**src/hw/rtl/sfr_pkg.sv**
```systemverilog
`timescale 1ns / 1ps

package sfr_pkg;

    localparam int NUM_SEGS   = 7;
    localparam int LEVEL_W    = 8;
    localparam int MAX_DIGITS = 8;
    localparam int COUNT_W    = $clog2(MAX_DIGITS + 2);
    localparam int VALUE_W    = 27;
    localparam int MAXREAD_W  = 28;
    localparam int THRESH_W   = 9;
    localparam int CFG_IDX_W  = 2;
    localparam int CFG_DATA_W = 28;

    localparam logic [LEVEL_W-1:0]   LEVEL_MAX = 8'd255;
    localparam logic [NUM_SEGS-1:0]  DASH_MASK = 7'h40;
    localparam logic [COUNT_W-1:0]   DIGIT_LIMIT = COUNT_W'(MAX_DIGITS);

    // configuration register indexes
    localparam logic [CFG_IDX_W-1:0] CFG_FIXED_THRESHOLD = 2'd0;
    localparam logic [CFG_IDX_W-1:0] CFG_INVERT_LEVELS   = 2'd1;
    localparam logic [CFG_IDX_W-1:0] CFG_OFF_LEVEL       = 2'd2;
    localparam logic [CFG_IDX_W-1:0] CFG_MAX_READING     = 2'd3;

    // configuration reset values
    localparam logic [THRESH_W-1:0]  FIXED_THRESHOLD_RST = 9'h1FF;
    localparam logic [LEVEL_W-1:0]   OFF_LEVEL_RST       = 8'd40;
    localparam logic [MAXREAD_W-1:0] MAX_READING_RST     = 28'hFFFFFFF;

    typedef enum logic [1:0] {
        STATUS_OK    = 2'd0,
        STATUS_OFF   = 2'd1,
        STATUS_READY = 2'd2,
        STATUS_FAIL  = 2'd3
    } status_t;

    typedef struct packed {
        logic [LEVEL_W-1:0] seg_a;
        logic [LEVEL_W-1:0] seg_b;
        logic [LEVEL_W-1:0] seg_c;
        logic [LEVEL_W-1:0] seg_d;
        logic [LEVEL_W-1:0] seg_e;
        logic [LEVEL_W-1:0] seg_f;
        logic [LEVEL_W-1:0] seg_g;
        logic [LEVEL_W-1:0] background_one;
        logic [LEVEL_W-1:0] background_two;
        logic               last_digit;
    } digit_t;

    typedef struct packed {
        status_t            status;
        logic [VALUE_W-1:0] reading;
    } result_t;

    // first stage summary handed from the merge stage to the frame logic
    typedef struct packed {
        logic               valid;
        logic               last;
        logic [LEVEL_W-1:0] digit_peak;
        logic [LEVEL_W-1:0] thresh;
    } stage_t;

    typedef struct packed {
        logic       known;
        logic [3:0] digit;
    } decode_t;

    // segment mask to decimal digit, alternate shapes of 6, 7 and 9 included
    function automatic decode_t decode_mask(input logic [NUM_SEGS-1:0] mask);
        decode_t d;
        d.known = 1'b1;
        d.digit = 4'd0;
        case (mask)
            7'h3F: d.digit = 4'd0;
            7'h06: d.digit = 4'd1;
            7'h5B: d.digit = 4'd2;
            7'h4F: d.digit = 4'd3;
            7'h66: d.digit = 4'd4;
            7'h6D: d.digit = 4'd5;
            7'h7D: d.digit = 4'd6;
            7'h7C: d.digit = 4'd6;
            7'h07: d.digit = 4'd7;
            7'h27: d.digit = 4'd7;
            7'h7F: d.digit = 4'd8;
            7'h6F: d.digit = 4'd9;
            7'h67: d.digit = 4'd9;
            default: d.known = 1'b0;
        endcase
        return d;
    endfunction

endpackage

```
**src/hw/rtl/sfr_lane.sv**
```systemverilog
`timescale 1ns / 1ps

module sfr_lane
(
    input  logic                        clk,
    input  logic                        load,
    input  logic [sfr_pkg::LEVEL_W-1:0] sample,
    input  logic                        invert,
    input  logic [sfr_pkg::LEVEL_W-1:0] thresh,
    output logic [sfr_pkg::LEVEL_W-1:0] level,
    output logic                        seg_on
);

    logic [sfr_pkg::LEVEL_W-1:0] level_reg;

    // optional inversion, 255 - x is the bitwise complement
    assign level = invert ? (sfr_pkg::LEVEL_MAX - sample) : sample;

    // hold the level for the classification stage
    always_ff @(posedge clk)
    begin
        if (load)
        begin
            level_reg <= level;
        end
    end

    // segment lit at or above the threshold
    assign seg_on = (level_reg >= thresh);

endmodule

```
**src/hw/rtl/sfr_merge.sv**
```systemverilog
`timescale 1ns / 1ps

module sfr_merge
(
    input  logic                                           clk,
    input  logic                                           rst_n,
    input  logic                                           load,
    input  logic                                           last_digit,
    input  logic [sfr_pkg::NUM_SEGS-1:0][sfr_pkg::LEVEL_W-1:0] levels,
    input  logic [sfr_pkg::LEVEL_W-1:0]                    background_one,
    input  logic [sfr_pkg::LEVEL_W-1:0]                    background_two,
    input  logic                                           invert,
    input  logic [sfr_pkg::THRESH_W-1:0]                   fixed_threshold,
    output sfr_pkg::stage_t                                stage
);

    logic [sfr_pkg::LEVEL_W-1:0] digit_peak;
    logic [sfr_pkg::LEVEL_W:0]   back_sum;
    logic [sfr_pkg::LEVEL_W-1:0] black_raw;
    logic [sfr_pkg::LEVEL_W-1:0] black;
    logic [sfr_pkg::LEVEL_W:0]   auto_sum;
    logic [sfr_pkg::LEVEL_W-1:0] thresh;

    logic                        valid_reg;
    logic                        last_reg;
    logic [sfr_pkg::LEVEL_W-1:0] digit_peak_reg;
    logic [sfr_pkg::LEVEL_W-1:0] thresh_reg;

    // brightest segment across the lanes
    always_comb
    begin
        digit_peak = levels[0];
        for (int i = 1; i < sfr_pkg::NUM_SEGS; i++)
        begin
            if (levels[i] > digit_peak)
            begin
                digit_peak = levels[i];
            end
        end
    end

    // background average, inverted after averaging
    assign back_sum  = {1'b0, background_one} + {1'b0, background_two};
    assign black_raw = back_sum[sfr_pkg::LEVEL_W:1];
    assign black     = invert ? (sfr_pkg::LEVEL_MAX - black_raw) : black_raw;

    // fixed threshold when non-negative, otherwise midpoint of black and peak
    assign auto_sum = {1'b0, black} + {1'b0, digit_peak};
    assign thresh   = fixed_threshold[sfr_pkg::THRESH_W-1]
                    ? auto_sum[sfr_pkg::LEVEL_W:1]
                    : fixed_threshold[sfr_pkg::LEVEL_W-1:0];

    always_ff @(posedge clk or negedge rst_n)
    begin
        if (!rst_n)
        begin
            valid_reg <= 1'b0;
        end
        else
        begin
            valid_reg <= load;
        end
    end

    always_ff @(posedge clk)
    begin
        if (load)
        begin
            last_reg       <= last_digit;
            digit_peak_reg <= digit_peak;
            thresh_reg     <= thresh;
        end
    end

    assign stage.valid      = valid_reg;
    assign stage.last       = last_reg;
    assign stage.digit_peak = digit_peak_reg;
    assign stage.thresh     = thresh_reg;

endmodule

```
**src/hw/rtl/sfr_frame.sv**
```systemverilog
`timescale 1ns / 1ps

module sfr_frame
(
    input  logic                          clk,
    input  logic                          rst_n,
    input  sfr_pkg::stage_t               stage,
    input  logic [sfr_pkg::NUM_SEGS-1:0]  seg_on,
    input  logic [sfr_pkg::LEVEL_W-1:0]   off_level,
    input  logic [sfr_pkg::MAXREAD_W-1:0] max_reading,
    output logic                          done,
    output sfr_pkg::result_t              result
);

    // running frame state
    logic [sfr_pkg::VALUE_W-1:0] value_sum_reg,   value_sum_next;
    logic [sfr_pkg::LEVEL_W-1:0] peak_level_reg,  peak_level_next;
    logic                        all_blank_reg,   all_blank_next;
    logic                        all_dash_reg,    all_dash_next;
    logic                        bad_digit_reg,   bad_digit_next;
    logic [sfr_pkg::COUNT_W-1:0] digits_seen_reg, digits_seen_next;

    // end of frame snapshot
    logic                        snap_valid_reg;
    logic [sfr_pkg::VALUE_W-1:0] snap_sum_reg;
    logic [sfr_pkg::LEVEL_W-1:0] snap_peak_reg;
    logic                        snap_blank_reg;
    logic                        snap_dash_reg;
    logic                        snap_fail_reg;

    logic                        done_reg;
    sfr_pkg::result_t            result_reg, result_next;

    sfr_pkg::decode_t            dec;
    logic [sfr_pkg::VALUE_W+3:0] scaled;
    logic                        over_max;

    // mask decode and multiply-accumulate by ten
    assign dec    = sfr_pkg::decode_mask(seg_on);
    assign scaled = ({4'd0, value_sum_reg} << 3) + ({4'd0, value_sum_reg} << 1)
                  + {{(sfr_pkg::VALUE_W){1'b0}}, dec.digit};

    always_comb
    begin
        value_sum_next   = value_sum_reg;
        peak_level_next  = peak_level_reg;
        all_blank_next   = all_blank_reg;
        all_dash_next    = all_dash_reg;
        bad_digit_next   = bad_digit_reg;
        digits_seen_next = digits_seen_reg;

        if (stage.digit_peak > peak_level_reg)
        begin
            peak_level_next = stage.digit_peak;
        end
        if (seg_on != '0)
        begin
            all_blank_next = 1'b0;
        end
        if (seg_on != sfr_pkg::DASH_MASK)
        begin
            all_dash_next = 1'b0;
        end
        if (digits_seen_reg < sfr_pkg::DIGIT_LIMIT)
        begin
            if (!dec.known)
            begin
                bad_digit_next = 1'b1;
            end
            else
            begin
                value_sum_next = scaled[sfr_pkg::VALUE_W-1:0];
            end
        end
        if (digits_seen_reg <= sfr_pkg::DIGIT_LIMIT)
        begin
            digits_seen_next = digits_seen_reg + 1'b1;
        end
    end

    // frame state update, cleared after the last digit
    always_ff @(posedge clk or negedge rst_n)
    begin
        if (!rst_n)
        begin
            value_sum_reg   <= '0;
            peak_level_reg  <= '0;
            all_blank_reg   <= 1'b1;
            all_dash_reg    <= 1'b1;
            bad_digit_reg   <= 1'b0;
            digits_seen_reg <= '0;
            snap_valid_reg  <= 1'b0;
        end
        else
        begin
            snap_valid_reg <= stage.valid && stage.last;
            if (stage.valid)
            begin
                if (stage.last)
                begin
                    value_sum_reg   <= '0;
                    peak_level_reg  <= '0;
                    all_blank_reg   <= 1'b1;
                    all_dash_reg    <= 1'b1;
                    bad_digit_reg   <= 1'b0;
                    digits_seen_reg <= '0;
                end
                else
                begin
                    value_sum_reg   <= value_sum_next;
                    peak_level_reg  <= peak_level_next;
                    all_blank_reg   <= all_blank_next;
                    all_dash_reg    <= all_dash_next;
                    bad_digit_reg   <= bad_digit_next;
                    digits_seen_reg <= digits_seen_next;
                end
            end
        end
    end

    // capture the finished frame
    always_ff @(posedge clk)
    begin
        if (stage.valid && stage.last)
        begin
            snap_sum_reg   <= value_sum_next;
            snap_peak_reg  <= peak_level_next;
            snap_blank_reg <= all_blank_next;
            snap_dash_reg  <= all_dash_next;
            snap_fail_reg  <= bad_digit_next || (digits_seen_next > sfr_pkg::DIGIT_LIMIT);
        end
    end

    // status priority: off, ready, fail, range check, ok
    assign over_max = !max_reading[sfr_pkg::MAXREAD_W-1]
                   && (snap_sum_reg > max_reading[sfr_pkg::VALUE_W-1:0]);

    always_comb
    begin
        result_next.reading = '0;
        if ((snap_peak_reg < off_level) || snap_blank_reg)
        begin
            result_next.status = sfr_pkg::STATUS_OFF;
        end
        else if (snap_dash_reg)
        begin
            result_next.status = sfr_pkg::STATUS_READY;
        end
        else if (snap_fail_reg || over_max)
        begin
            result_next.status = sfr_pkg::STATUS_FAIL;
        end
        else
        begin
            result_next.status  = sfr_pkg::STATUS_OK;
            result_next.reading = snap_sum_reg;
        end
    end

    // result transaction register
    always_ff @(posedge clk or negedge rst_n)
    begin
        if (!rst_n)
        begin
            done_reg <= 1'b0;
        end
        else
        begin
            done_reg <= snap_valid_reg;
        end
    end

    always_ff @(posedge clk)
    begin
        if (snap_valid_reg)
        begin
            result_reg <= result_next;
        end
    end

    assign done   = done_reg;
    assign result = result_reg;

endmodule

```
**src/hw/rtl/seven_segment_frame_reader.sv**
```systemverilog
// result path: a last digit accepted at an edge passes the input lanes, the frame
//   update and the status register before the result strobe goes high
// throughput: one digit per cycle; busy stays low, the pipeline never stalls
// the receiver cannot stall, each result transaction lasts one cycle
// reset: asynchronous active low, clears frame state, pipeline valids and config
`timescale 1ns / 1ps

module seven_segment_frame_reader
(
    input  logic                           clk,
    input  logic                           rst_n,
    input  logic                           start,
    output logic                           busy,
    input  sfr_pkg::digit_t                digit,
    input  logic                           wr_en,
    input  logic [sfr_pkg::CFG_IDX_W-1:0]  wr_index,
    input  logic [sfr_pkg::CFG_DATA_W-1:0] wr_data,
    output logic                           done,
    output sfr_pkg::result_t               result
);

    logic [sfr_pkg::THRESH_W-1:0]  fixed_threshold_reg;
    logic                          invert_levels_reg;
    logic [sfr_pkg::LEVEL_W-1:0]   off_level_reg;
    logic [sfr_pkg::MAXREAD_W-1:0] max_reading_reg;

    logic                                               load;
    logic [sfr_pkg::NUM_SEGS-1:0][sfr_pkg::LEVEL_W-1:0] samples;
    logic [sfr_pkg::NUM_SEGS-1:0][sfr_pkg::LEVEL_W-1:0] levels;
    logic [sfr_pkg::NUM_SEGS-1:0]                       seg_on;
    sfr_pkg::stage_t                                    stage;

    // configuration writes
    always_ff @(posedge clk or negedge rst_n)
    begin
        if (!rst_n)
        begin
            fixed_threshold_reg <= sfr_pkg::FIXED_THRESHOLD_RST;
            invert_levels_reg   <= 1'b0;
            off_level_reg       <= sfr_pkg::OFF_LEVEL_RST;
            max_reading_reg     <= sfr_pkg::MAX_READING_RST;
        end
        else if (wr_en)
        begin
            case (wr_index)
                sfr_pkg::CFG_FIXED_THRESHOLD: fixed_threshold_reg <= wr_data[sfr_pkg::THRESH_W-1:0];
                sfr_pkg::CFG_INVERT_LEVELS:   invert_levels_reg   <= wr_data[0];
                sfr_pkg::CFG_OFF_LEVEL:       off_level_reg       <= wr_data[sfr_pkg::LEVEL_W-1:0];
                sfr_pkg::CFG_MAX_READING:     max_reading_reg     <= wr_data[sfr_pkg::MAXREAD_W-1:0];
                default: ;
            endcase
        end
    end

    // fully pipelined, a digit enters every cycle
    assign busy = 1'b0;
    assign load = start && !busy;

    // segment a is lane 0
    assign samples[0] = digit.seg_a;
    assign samples[1] = digit.seg_b;
    assign samples[2] = digit.seg_c;
    assign samples[3] = digit.seg_d;
    assign samples[4] = digit.seg_e;
    assign samples[5] = digit.seg_f;
    assign samples[6] = digit.seg_g;

    // one lane per segment
    for (genvar i = 0; i < sfr_pkg::NUM_SEGS; i++)
    begin : g_lane
        sfr_lane u_lane
        (
            .clk    (clk),
            .load   (load),
            .sample (samples[i]),
            .invert (invert_levels_reg),
            .thresh (stage.thresh),
            .level  (levels[i]),
            .seg_on (seg_on[i])
        );
    end

    // peak and threshold across the lanes
    sfr_merge u_merge
    (
        .clk             (clk),
        .rst_n           (rst_n),
        .load            (load),
        .last_digit      (digit.last_digit),
        .levels          (levels),
        .background_one  (digit.background_one),
        .background_two  (digit.background_two),
        .invert          (invert_levels_reg),
        .fixed_threshold (fixed_threshold_reg),
        .stage           (stage)
    );

    // decode, accumulate and report
    sfr_frame u_frame
    (
        .clk         (clk),
        .rst_n       (rst_n),
        .stage       (stage),
        .seg_on      (seg_on),
        .off_level   (off_level_reg),
        .max_reading (max_reading_reg),
        .done        (done),
        .result      (result)
    );

endmodule
```
**config.mk**
```make
export PLATFORM = sky130hd
export DESIGN_NAME = seven_segment_frame_reader
export DESIGN_NICKNAME = d
export VERILOG_FILES = /design/src/hw/rtl/sfr_pkg.sv /design/src/hw/rtl/sfr_lane.sv /design/src/hw/rtl/sfr_merge.sv /design/src/hw/rtl/sfr_frame.sv /design/src/hw/rtl/seven_segment_frame_reader.sv
export SDC_FILE = /design/constraint.sdc
export NUM_CORES = 1
export LEC_CHECK = 0
export ABC_AREA = 1
export BUFFER_PORTS_ARGS = -buffer_cell sky130_fd_sc_hd__buf_2
export CORE_AREA = 2 2 229 231
export CTS_CLUSTER_SIZE = 20
export DETAILED_ROUTE_END_ITERATION = 12
export DIE_AREA = 0 0 231 233
export SYNTH_ARGS = -nofsm -noshare
export SYNTH_HDL_FRONTEND = slang
export SYNTH_SLANG_ARGS = --single-unit
export TNS_END_PERCENT = 50
```
**constraint.sdc**
```tcl
create_clock -name clk -period 17.05 [get_ports clk]
set_clock_uncertainty 0.1 [all_clocks]
set_input_delay 2.5575 -clock clk [delete_from_list [all_inputs] [get_ports clk]]
set_output_delay 2.5575 -clock clk [all_outputs]
set_load 0.005 [all_outputs]
```
== Word level (Yosys, flattened, before mapping) ==
Cells that the tools add are included.
Cells by class
  add/subtract/negate cells: 13
  order comparisons: 19
  equality and inequality tests: 17
  multiplexer cells: 33
  reduce and logical (&&, ||, !) cells: 17
Operators by type and width (count)
  two-way mux 8 bit: 17
  two-way mux 27 bit: 3
  subtractor 8 bit (first input constant): 8
  == test 7 bit (second input constant): 9
  >= comparator 8 bit: 7
  > comparator 8 bit: 7
  case mux 4 bit (9 select lines): 1
  adder 27 bit: 1
  adder 27 x 4 -> 27 bit: 1
  > comparator 27 bit: 1
  adder 8 x 8 -> 9 bit: 2
  == test 7 x 3 -> 1 bit (second input constant): 2
  == test 7 x 6 -> 1 bit (second input constant): 2
  OR reduction 13 bit: 1
  less-than comparator 8 bit: 1
  two-way mux 1 bit: 8
  two-way mux 4 bit: 2
  AND reduction 2 bit: 4
  inequality test 7 bit (second input constant): 1
  nonzero test 7 bit: 1
  OR reduction 2 bit: 3
  adder 4 x 1 -> 4 bit (second input constant): 1
  == test 2 bit (second input constant): 2
  > comparator 4 bit (second input constant): 1
  other kinds (9): 13
Storage, ports and cells
  register bits: 231
  bits of input ports: 107
  output and inout port bits: 31
  word-level logic and storage cells: 129

== Longest topological paths before layout ==
Gate-level depths: netlist (run 1).
  depth after elaboration: 16
  gate-level depth with buffers: 85
  depth with buffers taken out: 78

== Cells and area by module ==
From an unflattened synthesis (run 1), not the netlist that was laid out.
Second synthesis, totals
  cell total of the unflattened synthesis: 2168
  area total of the unflattened synthesis: 17050.1 um^2
By module, submodules not included
  sfr_frame: times used 1, cells each 1104, area an instance 8160.3 um^2, sequential area each 3115.5 um^2
  sfr_lane: times used 7, cells each 52, area an instance 533.0 um^2, sequential area each 240.2 um^2
  sfr_merge: times used 1, cells each 491, area an instance 3198.1 um^2, sequential area each 535.5 um^2
  seven_segment_frame_reader: times used 1, cells each 209, area an instance 1960.6 um^2, sequential area each 1199.9 um^2

== Worst setup path before layout (run 1) ==
Ideal clock, no wire load.
  path type: input-to-reg
  from: input port digit[64] in the netlist's numbering
  to: register u_merge.thresh_reg[6] in the netlist's numbering, data pin
  setup time: 254 ps
  data arrival time: 11225 ps
  required time: 16696 ps
  setup slack: 5471 ps
  stages: 60
  path buffers: 5
  cell sequence: xor2_1 -> ha_1 -> nand2_1 -> nor2_1 -> nand2_1 -> nor2_1 -> nand3_1 -> nand2_4 -> buf_2 -> nand2_1 -> o21ai_0 -> ha_1 -> a21oi_1 -> nor2_1 -> a211oi_1 -> nand2_4 -> nand2_4 -> clkbuf_1 -> (+24 left out) -> o21ai_0 -> ha_1 -> a21oi_1 -> nor2_1 -> a211oi_1 -> nand2_4 -> nand2_4 -> inv_1 -> nand2_1 -> o21ai_0 -> ha_1 -> inv_1 -> nor3_1 -> nand2_1 -> nand2_1 -> nand2_1 -> nand3_1 -> nand2_1
Between the ends
  word-level cells in the longest chain between the ends: 16
Ends and longest elaborated chain
  start: declaration: line seven_segment_frame_reader.sv:14  | input sfr_pkg::digit_t digit,
  subtractor 8 bit: line sfr_lane.sv:17  | assign level = invert ? (sfr_pkg::LEVEL_MAX - sample) : sample;
  two-way mux 8 bit (*): line sfr_lane.sv:17
  > comparator 8 bit: line sfr_merge.sv:35  | if (levels[i] > digit_peak)
  two-way mux 8 bit (*): line sfr_merge.sv:35
  > comparator 8 bit: line sfr_merge.sv:35
  two-way mux 8 bit (*): line sfr_merge.sv:35
  > comparator 8 bit: line sfr_merge.sv:35
  two-way mux 8 bit (*): line sfr_merge.sv:35
  (+2 left out)
  > comparator 8 bit: line sfr_merge.sv:35
  two-way mux 8 bit (*): line sfr_merge.sv:35
  > comparator 8 bit: line sfr_merge.sv:35
  two-way mux 8 bit (*): line sfr_merge.sv:35
  net u_merge.digit_peak (one bit): line sfr_merge.sv:17  | logic [sfr_pkg::LEVEL_W-1:0] digit_peak;
  adder 8 x 8 -> 9 bit (*): line sfr_merge.sv:48  | assign auto_sum = {1'b0, black} + {1'b0, digit_peak};
  two-way mux 8 bit (*): line sfr_merge.sv:50  | ? auto_sum[sfr_pkg::LEVEL_W:1]
  net u_merge.thresh (one bit): line sfr_merge.sv:22  | logic [sfr_pkg::LEVEL_W-1:0] thresh;
  end signal: assignment: line sfr_merge.sv:71  | thresh_reg <= thresh;
  end: declaration: line sfr_merge.sv:27  | logic [sfr_pkg::LEVEL_W-1:0] thresh_reg;
The timed path passes the listed nets; every way through them passes the cells marked *.
A chain may end at the register's enable or synchronous reset.

== Worst setup path after layout (run 1) ==
  from: input port digit[64] in the netlist's numbering
  to: register u_merge.thresh_reg[5] in the netlist's numbering, data pin
Between the ends
  word-level cells in the longest chain between the ends: 16
Ends and longest elaborated chain
  subtractor 8 bit: line sfr_lane.sv:17
  two-way mux 8 bit (*): line sfr_lane.sv:17
  net g_lane[1].u_lane.level (one bit): line sfr_lane.sv:10  | output logic [sfr_pkg::LEVEL_W-1:0] level,
  > comparator 8 bit: line sfr_merge.sv:35
  two-way mux 8 bit (*): line sfr_merge.sv:35
  > comparator 8 bit: line sfr_merge.sv:35
  two-way mux 8 bit (*): line sfr_merge.sv:35
  > comparator 8 bit: line sfr_merge.sv:35
  (+3 left out)
  > comparator 8 bit: line sfr_merge.sv:35
  two-way mux 8 bit (*): line sfr_merge.sv:35
  > comparator 8 bit: line sfr_merge.sv:35
  two-way mux 8 bit (*): line sfr_merge.sv:35
  net u_merge.digit_peak (one bit): line sfr_merge.sv:17
  adder 8 x 8 -> 9 bit (*): line sfr_merge.sv:48
  two-way mux 8 bit (*): line sfr_merge.sv:50
  net u_merge.thresh (one bit): line sfr_merge.sv:22
Marked as above.

==> impl_results.md, run 1 <==
* Drt pass-1 iters at 5
* Mapped Nets at 2017
* Synth cell types at slightly below 50
* Largest net degree at the start of global routing at 75
* Max_cap viols at 0
* Slowest cell on crit path: o21ai_0
* Final #Nets at 2152
* Setup TNS at 0 ps
* Req. time, crit path at 17250 ps
* Critical R2R Capture: u_merge.thresh_reg[5]
* Worst r2r path cells at between 50 and 60
* Slowest stage delay, CP at approximately 400 ps
* Clock sink count at between 200 and 250
* Post-synthesis sequential area ratio at a little over two fifths
* Worst Path Arrival at roughly 12000 ps
* Clock transition at path regs at 60 ps
* TritonCTS clock tree: done
* Total CTS buffers at 27
* Final setup fails at 0
* Worst-case clock buffer depth at 3
* Final Cycle Share at between 70 and 80%
* Yosys warns at 0
* Initial antenna violation count at 4
* Reg2Reg Launch Point: invert_levels_reg
* Drt initial violations at a little over 800
* Largest register FFs at 56
* Final Max Slew Viols at 0
* Hold Path End: max_reading_reg[10]
* Via count at approximately 12000
* Congestion Overflow GR at 0
* Worst Path Max Fanout at 16
* EDFF count, synth at 140
* Die ar. at approximately 54000 µm²
* GRT Util Overall at ~14%
* Hold path start: max_reading_reg[10]
* Boundary Pins at approximately 140
* Ys async rst share at roughly two fifths
* Crit. End Element: flip-flop
* Synthesized area at between 15000 and 20000 µm²
* Total wire length at approximately 38000 µm
* Worst Setup Start Kind: primary input
* Root buf cell: clkbuf_16
* Worst hold path cell count at 2
* CP dominant cell by count: nand3_1
* Setup Fix Bufs, Post-CTS at 0
* ANT cells at 0
* Worst-Margin Slew at between 1000 and 1500 ps
* Hold buffer count at cts at 0
* Number of cells upsized or downsized after cts at 0
* DR vias/cell at 4.72
* Port buffer count at ~140
* Fin. Hold Viols at 0
* Routed WL per cell at between 15 and 20 µm
* WS Path Type: primary input to flip-flop
* Fmax at between 80 and 90 MHz
* Synth-to-layout area growth at 14.9%
* Ys flop type: edfxtp_1
* Leading area contributor after synthesis: edfxtp_1
* HP Class: flip-flop to flip-flop
* Core box area at a little over 50000 µm²
* Fill cells at roughly 5300
* Clock Latency Late Sink at between 500 and 600 ps
* Post-route ant nets at 0
* Post-Synthesis Cells at ~1700
* First-pass GRT wire length at 62000 µm
* Final Critical Period at between 10000 and 15000 ps
* Seq cells post-synth at between 200 and 250
* Die Y at about 230 µm
* Syn_area_per_cell at a little under 9 µm²
* Gp weighted congestion at approximately 0.93
* Layout cells sized above 1 at between 10 and 15%
* Starting Density at between 20% and 30%
* Vias in the first global route at 11900
* Area share of the leading cell type in the synthesized netlist at a little over a quarter
* # DRC at 0
* RSZ-0062 raised after global routing: false
* HPWL Detailed at 29400 µm
* Row count at a little over 80
* Status: complete, no violations
* R2R setup slack at about 6000 ps
* Die X-Extent at roughly 230 µm
* Max_slew headroom at a little under a quarter
* Synth area leaders: edfxtp_1 27%, ha_1 16%, dfrtp_1 8.2%, nand2_1 7.8%, dfstp_2 7.0%
* CTS H-Tree Depth at 1
## cells in the mapped netlist, types with 6 or more instances
cell type  instances
o22ai_1           20
nor2_2            10
a22o_1             8
edfxtp_1         140
nand2_2           22
nand2_1          317
o211ai_1          12
dfstp_2           41
nand2_4            8
a211oi_1           7
dfrtp_1           50
nand3b_1           6
nor2_1            95
clkbuf_1          26
o21bai_1           6
inv_1            269
o21a_1            16
a21oi_1           93
xnor2_1           31
xor2_1            59
ha_1             197
a21boi_0           8
nand4_1           12
nand3_1           78
o21ai_0          126
## through the flow
step / utilization [%] / cells / area, µm² / setup WS [ps] / hold WS [ps]
after CTS: 34.4 / 2545 / 17600 / 5080 / 390
after detailed placement: 32.7 / 2495 / 16700 / 4560 / 377
after global routing: 34.4 / 2545 / 17600 / 3930 / 411
final: 34.4 / 2545 / 17600 / 4950 / 384
after global placement: 32.7 / 2495 / 16700 / 4900 / 366
after floorplan: - / 1709 / 15300 / 5470 / 348
## worst max-delay path by stage
stage / startpoint / end / slack [ps]
2_1_floorplan: digit[64] / u_merge.thresh_reg[6] / 5470
3_3_place_gp: digit[62] / u_merge.thresh_reg[5] / 4900
3_5_place_dp: digit[70] / u_merge.thresh_reg[5] / 4560
4_1_cts: digit[64] / u_merge.thresh_reg[5] / 5080
5_1_grt: digit[64] / u_merge.thresh_reg[5] / 3930
6_report: digit[64] / u_merge.thresh_reg[5] / 4950
## per-layer routing
layer / GRT usage (%) / wire, µm / share of wire [%]
met5: 0 / 0 / 0
met4: 3.87 / 966 / 2.5
met3: 1.75 / 1870 / 4.9
met2: 24.0 / 17500 / 46
met1: 19.5 / 18100 / 47
## area by class of cell
class	instances	area, µm²	share of cell area (%)
Multi-Input combinational cell	1167	7580	43.1
Sequential cell	231	6540	37.2
Inverter	275	1040	5.90
Tap cell	680	851	4.84
Clock buffer	42	742	4.22
Timing Repair Buffer	142	728	4.14
Clock inverter	8	101	0.577
## critical path, delay by kind of cell
family	cells	cell delay, ps
and+or+nand+nor	35	5260
adders and majority gates	7	2460
AOI/OAI and AO/OA	7	1490
buffers and inverters	3	340
xor gates and xnor gates	1	170
## cell usage in the layout, fill, tap and decap left out, drive strengths merged, types with 3 or more instances in the layout
cell      n
a211oi    7
a21boi    8
a21o      5
a21oi    93
a22o      8
buf     142
clkbuf   42
clkinv    3
dfrtp    50
dfstp    41
edfxtp  140
fa        4
ha      197
inv     278
nand2   347
nand3    80
nand3b    7
nand4    12
nor2    105
nor3      5
nor3b     3
o211ai   12
o21a     16
o21ai   129
o21bai    6
o22ai    20
xnor2    31
xor2     59
## kinds of logic after synthesis
family,share of synthesized area (%)
and+or+nand+nor,16.0
AOI/OAI and AO/OA,11.6
other,0.0245
adders and majority gates,16.6
muxes,0.0736
xor gates and xnor gates,5.16
buffers and inverters,7.78
DFF,42.7
Power of run 1 is not shown: default switching activity piles up to over one toggle a cycle in this logic, so the estimate is an artifact.
==> inputs of run 2 (changes only) <==
- clock period: 17.05 -> 10.8 ns (I/O delays scaled with it)
==> impl_results.md, run 2 (synthesized netlist as in run 1, its figures left out) <==
* Fmax at a little under 100 MHz
* CP dominant cell by count: nand2_1
* Drt pass-1 iters at 5
* Critical path destination: u_merge.thresh_reg[6]
* Routed WL per cell at around 15 µm
* Row count at slightly above 80
* Crit. End Element: flip-flop
* Fin. Hold Viols at 0
* DR vias/cell at ~4.6
* Clock Latency Late Sink at around 550 ps
* Worst Path Arrival at 10290 ps
* Worst-Margin Slew at 1100 ps
* # DRC at 0
* Layout cells sized above 1 at between 10% and 20%
* Final instance area at between 15000 and 20000 µm²
* HP Class: flip-flop to flip-flop
* TritonCTS clock tree: done
* Core box area at approximately 51000 µm²
* Commonest cells after routing, fill and taps aside: 317 x nand2_1, 269 x inv_1, 197 x ha_1
* Root buf cell: clkbuf_16
* Vias in the first global route at 12100
* Die Y at about 230 µm
* Setup WS pre-CTS at -187 ps
* RSZ-0062 raised after global routing: true
* Initial antenna violation count at 2
* Boundary Pins at ~140
* Die ar. at roughly 54000 µm²
* Status: complete, no violations
* Req. time, crit path at 10990 ps
* Crit. Startpoint: digit[72]
* Drt initial violations at ~780
* Final Cycle Share at between 90 and 100%
* Die X-Extent at 231 µm
* Clock transition at path regs at ~60 ps
* GRT Util Overall at approximately 14%
* Commonest non-fill, non-tap cell in the layout: nand2_1
* Final setup fails at 0
* Hold Slack at 382 ps
* Gp weighted congestion at around 0.89
* Congestion Overflow GR at 0
* R2R setup slack at about 1100 ps
* Slowest stage delay, CP at approximately 380 ps
* Max_slew headroom at 26.7%
* PnR worst setup slack at roughly 710 ps
* Starting Density at 29.9%
* Max_cap viols at 0
* Total wire length at about 39000 µm
* Largest register FFs at 56
* Port buffer count at about 140
* Reg2Reg Launch Point: invert_levels_reg
* Critical R2R Capture: u_merge.thresh_reg[6]
* Slowest cell on crit path: ha_1
* Via count at around 12000
* Post-route ant nets at 0
* Final #Nets at roughly 2200
* Worst-case clock buffer depth at 3
* Final Max Slew Viols at 0
* ANT cells at 0
* Largest net degree at the start of global routing at 75
* Placed instance area at about 17000 µm²
* Total CTS buffers at 27
* Synth-to-layout area growth at 17.5%
* WS Path Type: primary input to flip-flop
* First-pass GRT wire length at 62600 µm
* Clock sink count at ~230
* Final Critical Period at 10090 ps
* HPWL Detailed at between 20000 and 30000 µm
* Worst r2r path cells at 60
* Worst Path Max Fanout at 13
* Worst Setup Start Kind: primary input
* CTS H-Tree Depth at 1
-- run 2: worst min-delay path by stage --
stage	from	end	depth (start not counted)	slack (ps)
finish	u_frame.value_sum_reg[26]	u_frame.value_sum_reg[26]	2	380
global route	max_reading_reg[17]	max_reading_reg[17]	2	400
CTS	max_reading_reg[19]	max_reading_reg[19]	2	380
detailed placement	u_frame.value_sum_reg[26]	u_frame.value_sum_reg[26]	2	370
global placement	u_frame.value_sum_reg[26]	u_frame.value_sum_reg[26]	2	360
floorplan	off_level_reg[0]	off_level_reg[0]	2	350
-- run 2: per-layer routing --
| layer | GRT usage (%) | share of wire [%] | vias to the layer above |
|---|---|---|---|
| li1 | - | - | 6069 |
| met1 | 19.9 | 48 | 5607 |
| met2 | 24.3 | 46 | 280 |
| met3 | 1.57 | 4.7 | 49 |
| met4 | 3.29 | 1.7 | 0 |
| met5 | 0 | 0 | - |
-- run 2: final cells by class --
type	count	area [µm²]
clock buffers	37	763
clock inverters	13	104
fillers	5165	33100
inverters	275	1040
multi-input cells	1168	7630
flip-flops and latches	231	6540
well taps	680	851
repair buffers	182	1050
-- run 2: metrics by stage --
| step | setup TNS (ps) | util [%] | instances |
|---|---|---|---|
| floorplan | 0 | - | 1709 |
| global placement | 0 | 33.3 | 2528 |
| detailed placement | -929 | 33.3 | 2528 |
| CTS | 0 | 34.9 | 2578 |
| global route | -154 | 35.2 | 2586 |
| finish | 0 | 35.2 | 2586 |
-- run 2: worst max-delay path, delay by kind of cell --
kind | cells | cell delay (ps)
AOI/OAI and AO/OA | 8 | 1100
xor gates and xnor gates | 1 | 160
adders and majority gates | 7 | 2390
buffers and inverters | 4 | 490
and+or+nand+nor | 38 | 4480
-- run 2: what timing repair did --
item                       4_1_cts  5_1_grt
hold buffers                     0        0
setup endpoints to repair        0        8
resized for setup                0       22
buffers inserted                 0        7
hold endpoints to repair         0        0
Power of run 2 is left out for the same reason.
